==> config.mk <==
export PLATFORM = sky130hd
export DESIGN_NAME = countdown_priority_routine_scheduler_unit
export DESIGN_NICKNAME = d
export VERILOG_FILES = /design/src/rtl/core/crs_pkg.sv /design/src/rtl/core/countdown_priority_routine_scheduler_unit.sv /design/src/rtl/core/crs_ram.sv /design/src/rtl/core/crs_ctrl.sv /design/src/rtl/core/crs_out.sv
export SDC_FILE = /design/constraint.sdc
export NUM_CORES = 1
export LEC_CHECK = 0
export ABC_AREA = 1
export BUFFER_PORTS_ARGS = -buffer_cell sky130_fd_sc_hd__buf_2
export CORE_MARGIN = 1
export CORE_UTILIZATION = 56
export DETAILED_ROUTE_END_ITERATION = 8
export GPL_ROUTABILITY_DRIVEN = 1
export MAX_ROUTING_LAYER = met4
export PLACE_DENSITY_LB_ADDON = 0.05
export REMOVE_ABC_BUFFERS = 1
export SLEW_MARGIN = 20
export SYNTH_ARGS = -nofsm -noshare
export SYNTH_HDL_FRONTEND = slang
export SYNTH_SLANG_ARGS = --single-unit
==> constraint.sdc <==
create_clock -name clk -period 3.18 [get_ports clk]
set_input_delay 0 -clock clk [delete_from_list [all_inputs] [get_ports clk]]
set_output_delay 0 -clock clk [all_outputs]
set_load 0.03 [all_outputs]
==> src/rtl/core/crs_pkg.sv <==
// Shared types and codes for the countdown priority routine scheduler.
// No dependencies.
`timescale 1ns / 1ps

package crs_pkg;

	// request kinds carried on s_tuser
	typedef enum logic [1:0] {
		REQ_ADD    = 2'd0,
		REQ_CANCEL = 2'd1,
		REQ_TICK   = 2'd2
	} req_t;

	// result status codes
	localparam logic [1:0] ST_OK   = 2'd0;
	localparam logic [1:0] ST_FULL = 2'd1;
	localparam logic [1:0] ST_MISS = 2'd2;

	// one table row as stored in the RAM
	typedef struct packed {
		logic [7:0] id;
		logic [7:0] period;
		logic [7:0] countdown;
	} entry_t;

	localparam int unsigned ENTRY_W = $bits(entry_t);

	// result beat, status in the low bits
	typedef struct packed {
		logic [4:0] entry_count;
		logic [7:0] served_id;
		logic       served_valid;
		logic [1:0] status;
	} res_t;

	localparam int unsigned RES_W = $bits(res_t);

endpackage

==> src/rtl/core/countdown_priority_routine_scheduler_unit.sv <==
// Top level of the countdown priority routine scheduler.
// Depends on crs_pkg, crs_ram, crs_ctrl, crs_out.
// Add and unknown requests go from the done state through the output register to m_tvalid; cancel and
// tick first walk a non-empty table via its one read port. Only one request is in flight at a time.
// Reset: arst_n clears the entry count and handshake state; table RAM contents are not cleared.
`timescale 1ns / 1ps

module countdown_priority_routine_scheduler_unit #(
	parameter int unsigned MAX_ROUTINES = 16
) (
	input  logic                      clk,
	input  logic                      arst_n,
	input  logic                      s_tvalid,
	output logic                      s_tready,
	input  logic [15:0]               s_tdata,   // routine_id[7:0], period[15:8]
	input  logic [1:0]                s_tuser,   // req_type[1:0]
	output logic                      m_tvalid,
	input  logic                      m_tready,
	output logic [crs_pkg::RES_W-1:0] m_tdata    // status[1:0], served_valid[2],
	                                             // served_id[10:3], entry_count[15:11]
);
	import crs_pkg::*;

	localparam int unsigned AW = $clog2(MAX_ROUTINES);

	// Table rows (id, period, countdown) live in one RAM, kept in table order.
	// Rows below the entry count are always written, so no read sees stale data.
	logic            ram_we;
	logic [AW-1:0]   ram_waddr;
	entry_t          ram_wdata;
	logic            ram_re;
	logic [AW-1:0]   ram_raddr;
	logic [ENTRY_W-1:0] ram_rdata;

	logic            res_valid;
	logic            res_ready;
	res_t            res;

	crs_ram #(
		.WIDTH (ENTRY_W),
		.DEPTH (MAX_ROUTINES)
	) u_ram (
		.clk   (clk),
		.we    (ram_we),
		.waddr (ram_waddr),
		.wdata (ram_wdata),
		.re    (ram_re),
		.raddr (ram_raddr),
		.rdata (ram_rdata)
	);

	// Sequencer: streams reads one row a cycle; the row read last cycle is
	// updated (tick) or copied one place down (cancel after the match).
	// Writes only touch rows already read, so no forwarding is needed.
	crs_ctrl #(
		.MAX_ROUTINES (MAX_ROUTINES)
	) u_ctrl (
		.clk       (clk),
		.arst_n    (arst_n),
		.in_valid  (s_tvalid),
		.in_ready  (s_tready),
		.in_req    (req_t'(s_tuser)),
		.in_id     (s_tdata[7:0]),
		.in_period (s_tdata[15:8]),
		.ram_we    (ram_we),
		.ram_waddr (ram_waddr),
		.ram_wdata (ram_wdata),
		.ram_re    (ram_re),
		.ram_raddr (ram_raddr),
		.ram_rdata (entry_t'(ram_rdata)),
		.res_valid (res_valid),
		.res_ready (res_ready),
		.res       (res)
	);

	// Output register: a finished beat waits here while the next request runs.
	crs_out u_out (
		.clk       (clk),
		.arst_n    (arst_n),
		.res_valid (res_valid),
		.res_ready (res_ready),
		.res       (res),
		.m_tvalid  (m_tvalid),
		.m_tready  (m_tready),
		.m_tdata   (m_tdata)
	);

endmodule

==> src/rtl/core/crs_ram.sv <==
// Generic single-write, single-read RAM with registered read data.
// No dependencies.
`timescale 1ns / 1ps

module crs_ram #(
	parameter int unsigned WIDTH = 24,
	parameter int unsigned DEPTH = 16
) (
	input  logic                     clk,
	input  logic                     we,
	input  logic [$clog2(DEPTH)-1:0] waddr,
	input  logic [WIDTH-1:0]         wdata,
	input  logic                     re,
	input  logic [$clog2(DEPTH)-1:0] raddr,
	output logic [WIDTH-1:0]         rdata
);

	logic [WIDTH-1:0] mem_q [DEPTH];

	always_ff @(posedge clk) begin
		if (we) begin
			mem_q[waddr] <= wdata;
		end
		if (re) begin
			rdata <= mem_q[raddr];
		end
	end

endmodule

==> src/rtl/core/crs_ctrl.sv <==
// Request sequencer: add, cancel-with-close-up and countdown tick over the table RAM.
// Depends on crs_pkg.
`timescale 1ns / 1ps

module crs_ctrl #(
	parameter int unsigned MAX_ROUTINES = 16
) (
	input  logic                            clk,
	input  logic                            arst_n,
	// request side
	input  logic                            in_valid,
	output logic                            in_ready,
	input  crs_pkg::req_t                   in_req,
	input  logic [7:0]                      in_id,
	input  logic [7:0]                      in_period,
	// table RAM
	output logic                            ram_we,
	output logic [$clog2(MAX_ROUTINES)-1:0] ram_waddr,
	output crs_pkg::entry_t                 ram_wdata,
	output logic                            ram_re,
	output logic [$clog2(MAX_ROUTINES)-1:0] ram_raddr,
	input  crs_pkg::entry_t                 ram_rdata,
	// result side
	output logic                            res_valid,
	input  logic                            res_ready,
	output crs_pkg::res_t                   res
);
	import crs_pkg::*;

	localparam int unsigned AW = $clog2(MAX_ROUTINES);
	localparam int unsigned CW = $clog2(MAX_ROUTINES + 1);

	typedef enum logic [2:0] {
		S_IDLE = 3'b001,
		S_SCAN = 3'b010,
		S_DONE = 3'b100
	} state_t;

	state_t          state_q;
	logic [CW-1:0]   cnt_q;
	logic [CW-1:0]   rd_ptr_q;
	req_t            req_q;
	logic [7:0]      id_q;
	logic            found_q;
	res_t            res_q;
	logic            rvalid_s1;
	logic [AW-1:0]   idx_s1;

	logic            accept;
	logic            rd_en;
	logic            fin;
	logic            last;
	logic            hit_id;
	logic            zero;
	logic [7:0]      cd_dec;
	entry_t          e;

	assign in_ready  = (state_q == S_IDLE);
	assign accept    = in_valid && in_ready;
	assign res_valid = (state_q == S_DONE);
	assign res       = res_q;

	assign e      = ram_rdata;
	assign hit_id = (e.id == id_q);
	assign cd_dec = e.countdown - 8'd1;
	assign zero   = (cd_dec == 8'd0);
	assign last   = (CW'(idx_s1) == cnt_q - CW'(1));

	always_comb begin
		fin = 1'b0;
		if (state_q == S_SCAN && rvalid_s1) begin
			fin = last || (req_q == REQ_TICK && zero);
		end
	end

	assign rd_en     = (state_q == S_SCAN) && (rd_ptr_q < cnt_q) && !fin;
	assign ram_re    = rd_en;
	assign ram_raddr = rd_ptr_q[AW-1:0];

	// one write port: append on add, write-back on tick, close-up on cancel
	always_comb begin
		ram_we    = 1'b0;
		ram_waddr = idx_s1;
		ram_wdata = e;
		if (accept && in_req == REQ_ADD && cnt_q != CW'(MAX_ROUTINES)) begin
			ram_we    = 1'b1;
			ram_waddr = cnt_q[AW-1:0];
			ram_wdata = '{id: in_id, period: in_period, countdown: in_period};
		end else if (state_q == S_SCAN && rvalid_s1) begin
			if (req_q == REQ_TICK) begin
				ram_we    = 1'b1;
				ram_waddr = idx_s1;
				ram_wdata = '{id: e.id, period: e.period,
					countdown: zero ? e.period : cd_dec};
			end else if (found_q) begin
				// shift this row down over the removed one
				ram_we    = 1'b1;
				ram_waddr = idx_s1 - AW'(1);
				ram_wdata = e;
			end
		end
	end

	always_ff @(posedge clk or negedge arst_n) begin
		if (!arst_n) begin
			state_q   <= S_IDLE;
			cnt_q     <= '0;
			rd_ptr_q  <= '0;
			found_q   <= 1'b0;
			rvalid_s1 <= 1'b0;
			idx_s1    <= '0;
		end else begin
			rvalid_s1 <= rd_en;
			if (rd_en) begin
				rd_ptr_q <= rd_ptr_q + CW'(1);
				idx_s1   <= rd_ptr_q[AW-1:0];
			end
			unique case (state_q)
				S_IDLE: begin
					if (accept) begin
						rd_ptr_q <= '0;
						found_q  <= 1'b0;
						case (in_req) inside
							REQ_ADD: begin
								state_q <= S_DONE;
								if (cnt_q != CW'(MAX_ROUTINES)) begin
									cnt_q <= cnt_q + CW'(1);
								end
							end
							REQ_CANCEL, REQ_TICK: begin
								if (cnt_q != '0) begin
									state_q <= S_SCAN;
								end else begin
									state_q <= S_DONE;
								end
							end
							default: begin
								state_q <= S_DONE;
							end
						endcase
					end
				end
				S_SCAN: begin
					if (rvalid_s1 && req_q == REQ_CANCEL && hit_id) begin
						found_q <= 1'b1;
					end
					if (fin) begin
						state_q <= S_DONE;
						if (req_q == REQ_CANCEL && (found_q || hit_id)) begin
							cnt_q <= cnt_q - CW'(1);
						end
					end
				end
				S_DONE: begin
					if (res_ready) begin
						state_q <= S_IDLE;
					end
				end
				default: begin
					state_q <= S_IDLE;
				end
			endcase
		end
	end

	// result payload
	always_ff @(posedge clk) begin
		if (accept) begin
			req_q <= in_req;
			id_q  <= in_id;
			if (in_req == REQ_ADD && cnt_q != CW'(MAX_ROUTINES)) begin
				res_q <= '{entry_count: 5'(cnt_q + CW'(1)), served_id: 8'd0,
					served_valid: 1'b0, status: ST_OK};
			end else if (in_req == REQ_ADD) begin
				res_q <= '{entry_count: 5'(cnt_q), served_id: 8'd0,
					served_valid: 1'b0, status: ST_FULL};
			end else begin
				res_q <= '{entry_count: 5'(cnt_q), served_id: 8'd0,
					served_valid: 1'b0, status: ST_MISS};
			end
		end else if (fin) begin
			if (req_q == REQ_TICK) begin
				if (zero) begin
					res_q <= '{entry_count: res_q.entry_count, served_id: e.id,
						served_valid: 1'b1, status: ST_OK};
				end
			end else if (found_q || hit_id) begin
				res_q <= '{entry_count: 5'(cnt_q - CW'(1)), served_id: 8'd0,
					served_valid: 1'b0, status: ST_OK};
			end
		end
	end

endmodule

==> src/rtl/core/crs_out.sv <==
// Output register for result beats; frees the sequencer while a beat waits.
// Depends on crs_pkg.
`timescale 1ns / 1ps

module crs_out (
	input  logic                      clk,
	input  logic                      arst_n,
	input  logic                      res_valid,
	output logic                      res_ready,
	input  crs_pkg::res_t             res,
	output logic                      m_tvalid,
	input  logic                      m_tready,
	output logic [crs_pkg::RES_W-1:0] m_tdata
);
	import crs_pkg::*;

	logic load;

	assign res_ready = !m_tvalid || m_tready;
	assign load      = res_valid && res_ready;

	always_ff @(posedge clk or negedge arst_n) begin
		if (!arst_n) begin
			m_tvalid <= 1'b0;
		end else if (res_ready) begin
			m_tvalid <= res_valid;
		end
	end

	always_ff @(posedge clk) begin
		if (load) begin
			m_tdata <= res;
		end
	end

endmodule

Word level (Yosys, flattened, before mapping)
Memory sizes are Yosys's and may differ from the RTL's. A register that Yosys moved wholly into a read port is not among the register bits.
Cells that the tools add are included.
Operators by class
  add/sub/neg operators: 5
  order comparisons: 1
  equality and inequality tests: 19
  multiplexer cells: 41
  reduce and logical (&&, ||, !) cells: 30
Operators by type and width (number)
  $mux 16: 5
  $mux 5: 8
  $mux 24: 1
  $mux 8: 3
  $mux 3: 6
  $mux 4: 4
  $logic_and 1x1->1: 12
  $ne 2x2->1 const B: 6
  $reduce_and 3->1: 4
  $mux 11: 1
  $add 5x1->5 const B: 2
  $pmux 5 s2: 1
  $mux 1: 9
  $pmux 3 s3: 1
  $eq 8x8->1: 1
  $logic_not 8->1: 1
  $sub 8x1->8 const B: 1
  $reduce_and 6->1: 1
  $reduce_bool 2->1: 3
  $eq 4x5->1: 1
  $lt 5x5->1: 1
  $ne 5x5->1 const B: 1
  $reduce_bool 5->1: 1
  $sub 5x1->5 const B: 1
  15 further kinds: 21
Storage, ports and cells
  flip-flop bits (word level): 62
  RAM bits: 384
  logic and storage cells: 111
  memories kept: 1
Memory list
  u_ram.mem_q: words 16, bits a word 24, rd ports 1, clocked after memory_dff 1, wr ports 1, RTL line crs_ram.sv:18  | logic [WIDTH-1:0] mem_q [DEPTH];

Depth between registers and ports, before layout
  depth after elaboration: 10
  mapped depth: 15
  depth with buffers taken out: 15

Hierarchy
Synthesis repeated with hierarchy kept, for this count alone.
Unflattened totals
  cells, all modules: 2036
  area, all modules: 20925.1 um^2
Modules (own cells, without submodules)
  crs_ram: times used 1, cells an instance 1597, area each 17191.5 um^2, sequential area each 12251.8 um^2
  crs_ctrl: times used 1, cells an instance 417, area each 3208.1 um^2, sequential area each 1257.5 um^2
  crs_out: times used 1, cells an instance 22, area each 525.5 um^2, sequential area each 505.5 um^2

Worst setup path after synthesis
OpenSTA, ideal clock, no wires.
  path kind: flip-flop to flip-flop
  from: register u_ctrl.state_q[0]
  to: memory u_ram.mem_q[1][0], enable pin
  library setup time: 0.405 ns
  arrival: 2.788 ns
  required time: 2.775 ns
  slack: -0.013 ns
  cell stages (with the launch flop): 10
  clock period less this slack: 3.193 ns
  path through: dfstp_2 nand3_1 nor2_4 nand2_2 buf_6 nand3_1 o21ai_1 nor2_1 nand2_1 nor2_1
On the way
  cells in the longest elaborated chain, start to end: 7
  elaborated cells on any way between the ends: 12
  classes of those cells: 2 x eq/ne; 6 x mux; 4 x reduce/logical
RTL lines
  start: declaration: RTL line crs_ctrl.sv:39  | state_t state_q;
  start signal: assignment: RTL line crs_ctrl.sv:106  | state_q <= S_IDLE;
  start signal: assignment: RTL line crs_ctrl.sv:125  | state_q <= S_DONE;
  start signal: assignment: RTL line crs_ctrl.sv:132  | state_q <= S_SCAN;
  $eq 3x1->1 (*): RTL line crs_ctrl.sv:58  | assign in_ready = (state_q == S_IDLE);
  $logic_and 1x1->1 (*): RTL line crs_ctrl.sv:59  | assign accept = in_valid && in_ready;
  via u_ctrl.accept: RTL line crs_ctrl.sv:49  | logic accept;
  $logic_and 1x1->1 (*) (2 in a row): RTL line crs_ctrl.sv:85  | if (accept && in_req == REQ_ADD && cnt_q != CW'(MAX_ROUTINES)) begin
  $mux 1: RTL line crs_ctrl.sv:85
  $mux 1: RTL line crs_ram.sv:21  | if (we) begin
  $mux 1 (implied by the code): RTL line crs_ram.sv:22  | mem_q[waddr] <= wdata;
  end: declaration: RTL line crs_ram.sv:18
Mark *: on every way through the listed nets, which the timed path passes. The rest lies on a longest branch.

==> key figures <==
Run status
  • Run status: finished clean

Die
  • Chip width: 187 µm
  • Die area: 35,100 µm²
  • Number of I/O pins: 40
  • Core area: approximately 34,000 µm²
  • Rows: 67
  • Die height: around 190 µm
  • Initial Utilization: ~57%

Power and ir drop
  • Total power: approximately 17 mW
  • PD cells: ~770 nW/µm²
  • VDD IR max: about 640 µV
  • LEAKAGE: roughly 7.7 nW

Synthesis
  • Mapped Avg Cell Area: about 13 µm²
  • Async SR Flop Fraction: around 4.3%
  • Post-synth EDFFs: between 400 and 500
  • Cell area after synthesis: around 19,000 µm²
  • Synth Register Bits: 470
  • Register area share after synthesis: between 70% and 80%
  • Top_reg_cell synth: edfxtp_1
  • Gate Count Post-Synth: around 1,500
  • Yosys warns: 0
  • Unique cell type count in the Yosys netlist: 42

Drt
  • # DRC: 0
  • TritonRoute pass-1 iters: 5
  • Routed Wire Length: around 48,000 µm
  • Post-DRT Antenna Nets: 0
  • Vias per cell: between 5 and 6
  • Total number of vias: between 10,000 and 15,000
  • DRT iter0 DRCs: between 1,000 and 1,500
  • Avg WL per Cell: between 20 and 25 µm

Global routing
  • Largest net degree at the start of global routing: ~130
  • First-pass GRT wire length: 72,500 µm
  • Initial antenna violation count: 0
  • Global route overflow: 0
  • Gr usage total: about 29%
  • Vias in the first global route: between 10,000 and 15,000

Clock tree
  • Number of gates resized after CTS: 0
  • TritonCTS Buffers: between 40 and 50
  • Worst skew pair latency: 580 ps
  • Clock buffer depth: 3
  • Htree depth: 2
  • Reg clk slew, reported paths: approximately 60 ps
  • CTS tree: yes
  • Root Driver: clkbuf_16
  • Clk sink count: 470

Setup path
  • Crit. Startpoint: u_ctrl.cnt_q[0]
  • Worst endpoint data arrival time: roughly 3200 ps
  • RR Startpoint: u_ctrl.cnt_q[0]
  • Crit path max fanout: 26
  • Setup CP Type: reg -> reg
  • Crit start category: flop
  • Critical Path RT: 3480 ps
  • Critical path endpoint category: flop

STA
  • Final hold vios: 0
  • Final period util: slightly above 90%
  • Tmin final: approximately 3000 ps
  • Post-Route Skew: roughly 21 ps
  • Worst Tran Pin Value: between 900 and 1000 ps
  • Final setup fails: 0
  • RSZ-0062 raised after global routing: true
  • Max Clk Rate: ~340 MHz
  • Max-slew headroom: between 30% and 40%
  • Final slew viol count: 0

Finish
  • Most common cell after layout, fill and taps aside: edfxtp_1
  • Ant diodes: 0
  • Final Util: about two thirds
  • Share of post-route cells with drive strength above 1: 14.5%
  • Most frequent cells in the layout: 450 x edfxtp_1, 253 x nor2_1, 153 x nand2_1
  • Area grow syn2layout: 16.1%
  • Fill cell count: between 2,000 and 2,500
  • Final cell count without fillers: between 2,000 and 2,500
  • Multi-input logic area: 4780 µm²
  • Storage element area: ~14,000 µm²
  • Final net count: approximately 1,600

Placed design
  • Hpwl dp: around 30,000 µm
  • GP Congestion: approximately 0.94
  • Port-buffer cells: 39
  • Placed insts: 1,970

Worst hold path
  • Min-delay src: s_tdata[8]
  • Worst Hold Class: in -> reg

Run
  • # Max-Cap Violations: 0
-- logic make-up after synthesis --
logic type,share of synthesized area [%]
xor+xnor,0.819
compound gates,9.25
fa+ha+maj,0.715
simple gates,11.4
buf+inv,2.98
mux,1.98
flops,72.8
-- metal layers --
layer / share of wire (%) / wire [µm] / GRT usage (%) / vias to the layer above
met5: 0 / 0 / - / -
met4: 4.2 / 2020 / 12.7 / 0
met3: 6.5 / 3140 / 4.30 / 91
met2: 47 / 22600 / 44.3 / 514
met1: 42 / 20200 / 38.2 / 6040
li1: - / - / - / 5670
-- per-stage QoR --
step	worst slack, ps	setup TNS, ps	hold slack [ps]	instance area (µm²)
after floorplan	-3530	-227920	-296	18900
after global placement	259	0	4.05	20600
final	244	0	39.4	22300
after CTS	236	0	8.40	22300
after detailed placement	250	0	4.06	20600
after global routing	-82.4	-2710	81.1	22300
-- path summary, 6_finish.rpt --
path | to | slack (ps) | cells past startpoint
worst max-delay path | u_ram.mem_q[2][18] | 240 | 11
worst min-delay path | u_ram.mem_q[5][8] | 40 | 4
worst max register to register | u_ram.mem_q[2][18] | 240 | 11
worst min register to register | u_out.m_tdata[14] | 420 | 0
max in group asynchronous | u_ctrl.rd_ptr_q[0] | 1260 | 4
min in group asynchronous | u_ctrl.state_q[0] | 490 | 3
-- where the power goes --
part | total [mW] | internal (mW) | switching, mW
Clock | 5.56 | 3.24 | 2.32
Sequential | 7.55 | 7.35 | 0.209
Combinational | 4.05 | 1.31 | 2.74
Total | 17.2 | 11.9 | 5.27
-- layout make-up --
type / count / area share [%]
sequential: 470 / 62.8
multi-input combinational: 864 / 21.4
clock buffer: 60 / 5.67
timing repair buffer: 137 / 5.24
tap: 448 / 2.51
clock inverter: 28 / 1.30
inverter: 68 / 1.16
-- synthesized netlist by cell type (2+ instances only) --
cell type    n  area share, %
a31oi_1      4           0.13
o211ai_1    13           0.51
nor2_2       3          0.098
nor3_1       3          0.078
nand2_1    153            3.0
nand4_1      6           0.20
o221ai_1    40            1.8
a21oi_2      2          0.091
buf_2       14           0.36
o22ai_1      8           0.26
xnor2_1      6           0.27
or2_2        3          0.098
nand2_4      2           0.12
nor2_4       2           0.12
o32ai_1     58            2.6
o21ai_1      8           0.21
ha_1        11           0.72
inv_2        5          0.098
nand2_2      7           0.23
xor2_1      12           0.55
nor2_1     270            5.3
buf_1       10           0.20
clkinv_1     2          0.039
nand3b_1     2          0.078
a21oi_1     11           0.29
dfrtp_1     19            2.5
edfxtp_1   450             70
inv_1       60            1.2
o21ai_0    122            3.2
clkbuf_1    53            1.0
nand3_1     73            1.9
mux2i_1     38            2.0
-- critical path: stages (launching register included) --
cell	delay [ps]
dfrtp_1	380
inv_1	170
ha_1	250
nand3_1	110
o21ai_0	160
inv_1	90
nand2_2	230
buf_4	320
inv_1	410
nand2_1	180
o21ai_0	120
buf_4	240
-- registers in the layout, indices dropped and copies added, names as in the netlist --
| register | cells |
|---|---|
| u_ctrl.req_q | 2 |
| u_ctrl.state_q | 3 |
| u_ctrl.res | 16 |
| u_ram.rdata | 24 |
| u_out.m_tvalid | 1 |
| u_ram.mem_q | 384 |
| u_ctrl.rd_ptr_q | 5 |
| u_out.m_tdata | 16 |
| u_ctrl.found_q | 1 |
| u_ctrl.idx_s1 | 4 |
| u_ctrl.id_q | 8 |
| u_ctrl.rvalid_s1 | 1 |
| u_ctrl.cnt_q | 5 |
-- repair_timing --
action | 4_1_cts | 5_1_grt
buffers inserted | 0 | 1
endpoints found under the hold margin | 98 | 0
hold buffers | 16 | 0
endpoints found under the setup margin | 0 | 90
(Power assumes the default switching activity.)
